===== config.mk =====
export PLATFORM = sky130hd
export DESIGN_NAME = accel_minmax_calibrator_unit
export DESIGN_NICKNAME = d
export VERILOG_FILES = /design/src/hw/rtl/amc_pkg.sv /design/src/hw/rtl/accel_minmax_calibrator_unit.sv
export SDC_FILE = /design/constraint.sdc
export NUM_CORES = 1
export LEC_CHECK = 0
export ABC_AREA = 1
export ABC_CLOCK_PERIOD_IN_PS = 12100
export BUFFER_PORTS_ARGS = -buffer_cell sky130_fd_sc_hd__buf_2
export CAP_MARGIN = 20
export CORE_AREA = 3 3 216 303
export CTS_CLUSTER_SIZE = 14
export DETAILED_ROUTE_END_ITERATION = 16
export DIE_AREA = 0 0 219 306
export PLACE_DENSITY = 0.55
export SLEW_MARGIN = 20
export SYNTH_ARGS = -nofsm -noshare
export SYNTH_HDL_FRONTEND = slang
export SYNTH_SLANG_ARGS = --single-unit

===== constraint.sdc =====
create_clock -name aclk -period 12.1 [get_ports aclk]
set_input_delay 2.42 -clock aclk [delete_from_list [all_inputs] [get_ports aclk]]
set_output_delay 2.42 -clock aclk [all_outputs]
set_load 0.02 [all_outputs]

===== src/hw/rtl/amc_pkg.sv =====
// Shared types and constants for the min/max accelerometer calibrator.
`default_nettype none

package amc_pkg;

    // Field widths
    localparam int SAMPLE_W = 16;
    localparam int CAL_W    = 28;
    localparam int QUO_W    = 27;
    localparam int OP_W     = 3;
    localparam int AXES     = 3;

    // Scale factor: 1000 means one g
    localparam int CAL_SCALE = 1000;

    // Command codes
    localparam logic [OP_W-1:0] OP_NONE  = 3'd0;
    localparam logic [OP_W-1:0] OP_X_MIN = 3'd1;
    localparam logic [OP_W-1:0] OP_X_MAX = 3'd2;
    localparam logic [OP_W-1:0] OP_Y_MIN = 3'd3;
    localparam logic [OP_W-1:0] OP_Y_MAX = 3'd4;
    localparam logic [OP_W-1:0] OP_Z_MIN = 3'd5;
    localparam logic [OP_W-1:0] OP_Z_MAX = 3'd6;

    // Axis indexes
    localparam logic [1:0] AXIS_X = 2'd0;
    localparam logic [1:0] AXIS_Z = 2'd2;

    // Sequencer states
    typedef enum logic [2:0] {
        ST_IDLE,
        ST_LOAD,
        ST_DIV,
        ST_STORE,
        ST_DONE
    } state_t;

endpackage

`default_nettype wire


===== src/hw/rtl/accel_minmax_calibrator_unit.sv =====
// Two-point min/max accelerometer calibrator with one shared bit-serial divider.
// Per axis with a non-zero range: a load, one restoring divide step per quotient bit, and a store;
// an axis with a zero range goes from load straight to store. After the Z axis the result is
// written to the output register once the output is free.
// Requests are taken only in idle, after the result has gone to the output register.
// Reset (aresetn low, synchronous) clears all six references to zero and empties the output.
`default_nettype none

module accel_minmax_calibrator_unit (
    input  wire logic        aclk,
    input  wire logic        aresetn,
    // Input request
    input  wire logic        s_tvalid,
    output logic             s_tready,
    input  wire logic [47:0] s_tdata,   // sample_x[15:0], sample_y[31:16], sample_z[47:32]
    input  wire logic [2:0]  s_tuser,   // op[2:0]
    // Result
    output logic             m_tvalid,
    input  wire logic        m_tready,
    output logic [87:0]      m_tdata,   // cal_x[27:0], cal_y[55:28], cal_z[83:56], zero pad
    output logic [2:0]       m_tuser    // err_x[0], err_y[1], err_z[2]
);

    localparam int SW = amc_pkg::SAMPLE_W;
    localparam int QW = amc_pkg::QUO_W;
    localparam int CW = amc_pkg::CAL_W;
    localparam int NA = amc_pkg::AXES;

    amc_pkg::state_t state_reg, state_next;

    logic [1:0]          axis_reg;
    logic [4:0]          cnt_reg;
    logic signed [SW-1:0] samp_reg [NA];
    logic signed [SW-1:0] lo_reg   [NA];
    logic signed [SW-1:0] hi_reg   [NA];
    logic [QW-1:0]       quo_reg;
    logic [SW-1:0]       rem_reg;
    logic [SW-1:0]       dmag_reg;
    logic                neg_reg;
    logic signed [CW-1:0] cal_reg  [NA];
    logic [NA-1:0]       err_reg;
    logic                m_valid_reg;
    logic [87:0]         m_data_reg;
    logic [2:0]          m_user_reg;

    logic                 s_accept;
    logic                 out_load;
    logic signed [SW-1:0] sel_s, sel_lo, sel_hi;
    logic signed [SW:0]   ref_sum, ref_den;
    logic signed [SW+1:0] num_diff;
    logic [SW:0]          num_abs;
    logic [SW-1:0]        den_abs;
    logic                 den_zero;
    logic [QW-1:0]        prod;
    logic [SW:0]          rem_sh;
    logic [SW+1:0]        trial;
    logic signed [CW-1:0] cal_val;

    assign s_tready = (state_reg == amc_pkg::ST_IDLE);
    assign s_accept = s_tvalid && s_tready;
    assign m_tvalid = m_valid_reg;
    assign m_tdata  = m_data_reg;
    assign m_tuser  = m_user_reg;

    // Operand selection and set-up for the current axis
    assign sel_s    = samp_reg[axis_reg];
    assign sel_lo   = lo_reg[axis_reg];
    assign sel_hi   = hi_reg[axis_reg];
    assign ref_sum  = (SW+1)'(sel_hi) + (SW+1)'(sel_lo);
    assign ref_den  = (SW+1)'(sel_hi) - (SW+1)'(sel_lo);
    assign num_diff = ((SW+2)'(sel_s) <<< 1) - (SW+2)'(ref_sum);
    assign num_abs  = num_diff[SW+1] ? (SW+1)'(-num_diff) : (SW+1)'(num_diff);
    assign den_abs  = ref_den[SW] ? SW'(-ref_den) : SW'(ref_den);
    assign den_zero = (ref_den == '0);
    assign prod     = QW'(num_abs) * QW'(amc_pkg::CAL_SCALE);

    // Shared restoring divider step
    assign rem_sh = {rem_reg, quo_reg[QW-1]};
    assign trial  = (SW+2)'(rem_sh) - (SW+2)'(dmag_reg);

    // Sign applied to the quotient magnitude
    assign cal_val = neg_reg ? -CW'(quo_reg) : CW'(quo_reg);

    // Sequencer: next state and output load
    always_comb begin
        state_next = state_reg;
        out_load   = 1'b0;
        case (state_reg)
            amc_pkg::ST_IDLE: begin
                if (s_accept) begin
                    state_next = amc_pkg::ST_LOAD;
                end
            end
            amc_pkg::ST_LOAD: begin
                state_next = den_zero ? amc_pkg::ST_STORE : amc_pkg::ST_DIV;
            end
            amc_pkg::ST_DIV: begin
                if (cnt_reg == 5'(QW - 1)) begin
                    state_next = amc_pkg::ST_STORE;
                end
            end
            amc_pkg::ST_STORE: begin
                state_next = (axis_reg == amc_pkg::AXIS_Z) ? amc_pkg::ST_DONE
                                                           : amc_pkg::ST_LOAD;
            end
            amc_pkg::ST_DONE: begin
                if (!m_valid_reg || m_tready) begin
                    out_load   = 1'b1;
                    state_next = amc_pkg::ST_IDLE;
                end
            end
            default: begin
                state_next = amc_pkg::ST_IDLE;
            end
        endcase
    end

    // State register
    always_ff @(posedge aclk) begin
        if (!aresetn) begin
            state_reg <= amc_pkg::ST_IDLE;
        end else begin
            state_reg <= state_next;
        end
    end

    // Reference capture on request acceptance
    always_ff @(posedge aclk) begin
        if (!aresetn) begin
            for (int i = 0; i < NA; i++) begin
                lo_reg[i] <= '0;
                hi_reg[i] <= '0;
            end
        end else if (s_accept) begin
            case (s_tuser)
                amc_pkg::OP_X_MIN: lo_reg[0] <= s_tdata[15:0];
                amc_pkg::OP_X_MAX: hi_reg[0] <= s_tdata[15:0];
                amc_pkg::OP_Y_MIN: lo_reg[1] <= s_tdata[31:16];
                amc_pkg::OP_Y_MAX: hi_reg[1] <= s_tdata[31:16];
                amc_pkg::OP_Z_MIN: lo_reg[2] <= s_tdata[47:32];
                amc_pkg::OP_Z_MAX: hi_reg[2] <= s_tdata[47:32];
                default: begin
                end
            endcase
        end
    end

    // Datapath: sample capture, per-axis set-up, divide and store
    always_ff @(posedge aclk) begin
        case (state_reg)
            amc_pkg::ST_IDLE: begin
                if (s_accept) begin
                    samp_reg[0] <= s_tdata[15:0];
                    samp_reg[1] <= s_tdata[31:16];
                    samp_reg[2] <= s_tdata[47:32];
                    axis_reg    <= amc_pkg::AXIS_X;
                end
            end
            amc_pkg::ST_LOAD: begin
                quo_reg            <= den_zero ? '0 : prod;
                rem_reg            <= '0;
                dmag_reg           <= den_abs;
                neg_reg            <= num_diff[SW+1] ^ ref_den[SW];
                err_reg[axis_reg]  <= den_zero;
                cnt_reg            <= '0;
            end
            amc_pkg::ST_DIV: begin
                if (!trial[SW+1]) begin
                    rem_reg <= trial[SW-1:0];
                end else begin
                    rem_reg <= rem_sh[SW-1:0];
                end
                quo_reg <= {quo_reg[QW-2:0], ~trial[SW+1]};
                cnt_reg <= cnt_reg + 5'd1;
            end
            amc_pkg::ST_STORE: begin
                cal_reg[axis_reg] <= cal_val;
                axis_reg          <= axis_reg + 2'd1;
            end
            default: begin
            end
        endcase
    end

    // Output register, parted from the sequencer
    always_ff @(posedge aclk) begin
        if (!aresetn) begin
            m_valid_reg <= 1'b0;
        end else if (out_load) begin
            m_valid_reg <= 1'b1;
        end else if (m_tready) begin
            m_valid_reg <= 1'b0;
        end
    end

    always_ff @(posedge aclk) begin
        if (out_load) begin
            m_data_reg <= {4'b0000, cal_reg[2], cal_reg[1], cal_reg[0]};
            m_user_reg <= err_reg;
        end
    end

    // Checks
    a_accept_starts_load: assert property (@(posedge aclk) disable iff (!aresetn)
        s_accept |=> (state_reg == amc_pkg::ST_LOAD))
        else $error("accepted request did not start the sequencer");

    a_axis_in_range: assert property (@(posedge aclk) disable iff (!aresetn)
        (state_reg == amc_pkg::ST_LOAD || state_reg == amc_pkg::ST_DIV ||
         state_reg == amc_pkg::ST_STORE) |-> (axis_reg != 2'd3))
        else $error("axis index out of range");

    a_div_count: assert property (@(posedge aclk) disable iff (!aresetn)
        (state_reg == amc_pkg::ST_DIV) |-> (cnt_reg <= 5'(QW - 1)))
        else $error("divider step count overran");

    a_rem_below_div: assert property (@(posedge aclk) disable iff (!aresetn)
        (state_reg == amc_pkg::ST_DIV) |-> (rem_reg < dmag_reg))
        else $error("partial remainder not below divisor");

    a_err_zero_cal: assert property (@(posedge aclk) disable iff (!aresetn)
        (m_valid_reg && m_user_reg[0]) |-> (m_data_reg[27:0] == '0))
        else $error("x error flagged with non-zero result");

endmodule

`default_nettype wire

==> impl_metrics.csv <==
group,metric,value,unit
setup_path,r2r_end,"quo_reg[22]",
drt,drt-vias-per-instance,4.71,
synth,ys_ff_latch,391,
clocking,numClockSinks,391,
setup_path,cp_common_cell,"nand2_1",
final_layout,syn_to_final_growth,13.5,%
final_layout,utilization,39.5,%
final_layout,multi_input_area,8840,sq um
drt,wirelength,49.5,mm
setup_path,r2r_slack,3.41,ns
place,place_area,23700,sq um
floorplan,core-area,63000,sq um
final_layout,layout-drive-gt1-share,12.5,%
final_layout,layout_commonest_cell,"edfxtp_1",
synth,yosysSeqAreaShare,53.3,%
setup_path,worstSetupEndpointType,"flop",
synth,synth.distinct_cells,50,
floorplan,die_h,306,um
clocking,cts_resized,0,
place,gp_congestion,0.867,
sta,min_period,8.69,ns
clocking,htreeDepth,2,
setup_path,max_stage_delay,0.69,ns
final_layout,diodes,0,
clocking,insertion_delay,0.58,ns
setup_path,cp.depth,38,
hold_path,hp-class,"reg -> reg",
sta,finalMaxSlewViolations,0,
sta,rsz0062_at_grt,"false",
clocking,cts_buffers,39,
sta,skew,0.0306,ns
final_layout,regArea,11700,sq um
clocking,ctsHoldBuffers,0,
final_layout,nets,2541,
setup_path,critical_path_class,"reg -> reg",
drt,postRouteAntennaNets,0,
floorplan,rows,109,
place,hpwlAfterDp,38.5,mm
global_routing,antenna_found_initial,0,
setup_path,start_kind,"flop",
setup_path,cp_slowest_cell,"fa_1",
global_routing,grt-ovfl-total,0,
floorplan,die_w,219,um
setup_path,worstPathMaxFanout,50,
setup_path,path_delay_family,"adder cells",
drt,num_vias,14900,
global_routing,grt_first_pass_wirelength,79.6,mm
synth,yosys_warnings,0,
sta,worst_pin_slew,0.883,ns
synth,synthArstFlopShare,0,%
synth,synthFlopType,"edfxtp_1",
setup_path,cp.required,12.43,ns
setup_path,worst-path-buf-inv,9,
sta,fin_setup_tns,0,ns
sta,setup_viol,0,
global_routing,grt_pass1_vias,15300,
final_layout,fin_area,24900,sq um
drt,drtPass1Iterations,5,
sta,period_share,71.8,%
global_routing,grt_start_max_net_pins,77,
final_layout,fill_cells,6262,
drt,drt_iter0_drc,654,
floorplan,ios,148,
clocking,path_clk_slew,0.06,ns
global_routing,track_usage,15.0,%
synth,synth_edf_count,385,
clocking,cts_buffer_depth,3,
clocking,cts_tree,"done",
synth,netlist_area,21900,sq um
clocking,cts_setup_buffers,0,
sta,max_slew_margin,41.1,%
place,portBuffers,143,
sta,final_hold_viol_count,0,
flow_run,cap_violations,0,
sta,max_freq,115,MHz
synth,syn_avg_cell_area,10.2,sq um
place,place_ws,3.36,ns
drt,drc,0,
outcome,outcome,"complete, no violations",
setup_path,endpoint,"quo_reg[22]",
setup_path,reg2regPathDepth,38,
floorplan,dieArea,67000,sq um
final_layout,final_cell_mix,"edfxtp_1, nand2_1, inv_1",
setup_path,crit_arrival,9.02,ns
synth,syn_inst,2150,
clocking,cts_root_buf,"clkbuf_16",
sta,layout_setup_ws,3.41,ns
drt,wire_per_inst,15.6,um
floorplan,initial_utilization,34.8,%
## synthesized netlist by cell type, types with 20 or more instances
master,count,area share [%]
edfxtp_1,385,53
nand2_1,349,6.0
inv_1,327,5.6
nor2_1,228,3.9
nand3_1,119,2.7
ha_1,118,6.7
a21oi_1,111,2.5
o21ai_0,108,2.5
xor2_1,65,2.6
fa_1,64,5.8
clkbuf_1,41,0.70
nand4_1,28,0.80
xnor2_1,23,0.92
nor3_1,21,0.48
o211ai_1,20,0.69
or2_2,20,0.57
## final cells by class
type	count	share of cell area, %
clock buffer	49	4.07
sequential	391	47.0
inverter	336	5.07
clock inverter	20	0.659
timing repair buffer	163	3.50
multi-input combinational	1373	35.5
tap	832	4.19
## how the worst min path moves through the flow
stage | start | end | slack (ns) | cells past startpoint
floorplan | cal_reg[0][0] | m_tdata[0] | 0.40 | 0
global placement | cal_reg[2][16] | m_tdata[72] | 0.40 | 0
detailed placement | cal_reg[0][12] | m_tdata[12] | 0.40 | 0
CTS | cal_reg[0][5] | m_tdata[5] | 0.41 | 0
global route | cal_reg[0][5] | m_tdata[5] | 0.42 | 0
finish | cal_reg[2][11] | m_tdata[67] | 0.41 | 0
## routing by layer
| metal | vias up | part of all wire (%) | global-route usage (%) |
|---|---|---|---|
| met3 | 112 | 4.6 | 2.30 |
| met1 | 6962 | 40 | 17.3 |
| li1 | 7449 | - | - |
| met2 | 390 | 51 | 27.2 |
| met5 | - | 0 | 0 |
| met4 | 0 | 4.6 | 6.56 |
## cells by family after synthesis
family                   share of synthesized area, %
AO/OA/AOI/OAI                                    7.24
XOR/XNOR                                         4.16
adder cells (fa/ha/maj)                          12.6
buffers and inverters                            6.84
flip-flops                                       53.3
other                                          0.0171
AND/OR/NAND/NOR                                  15.9
## stage by stage
stage,std cells,hold slack (ns)
detailed placement,3094,0.405
global placement,3094,0.402
global route,3164,0.417
floorplan,2153,0.400
CTS,3163,0.408
finish,3164,0.415
Power is not shown: default switching activity piles up to over one toggle a cycle in this logic, so the estimate is an artifact.
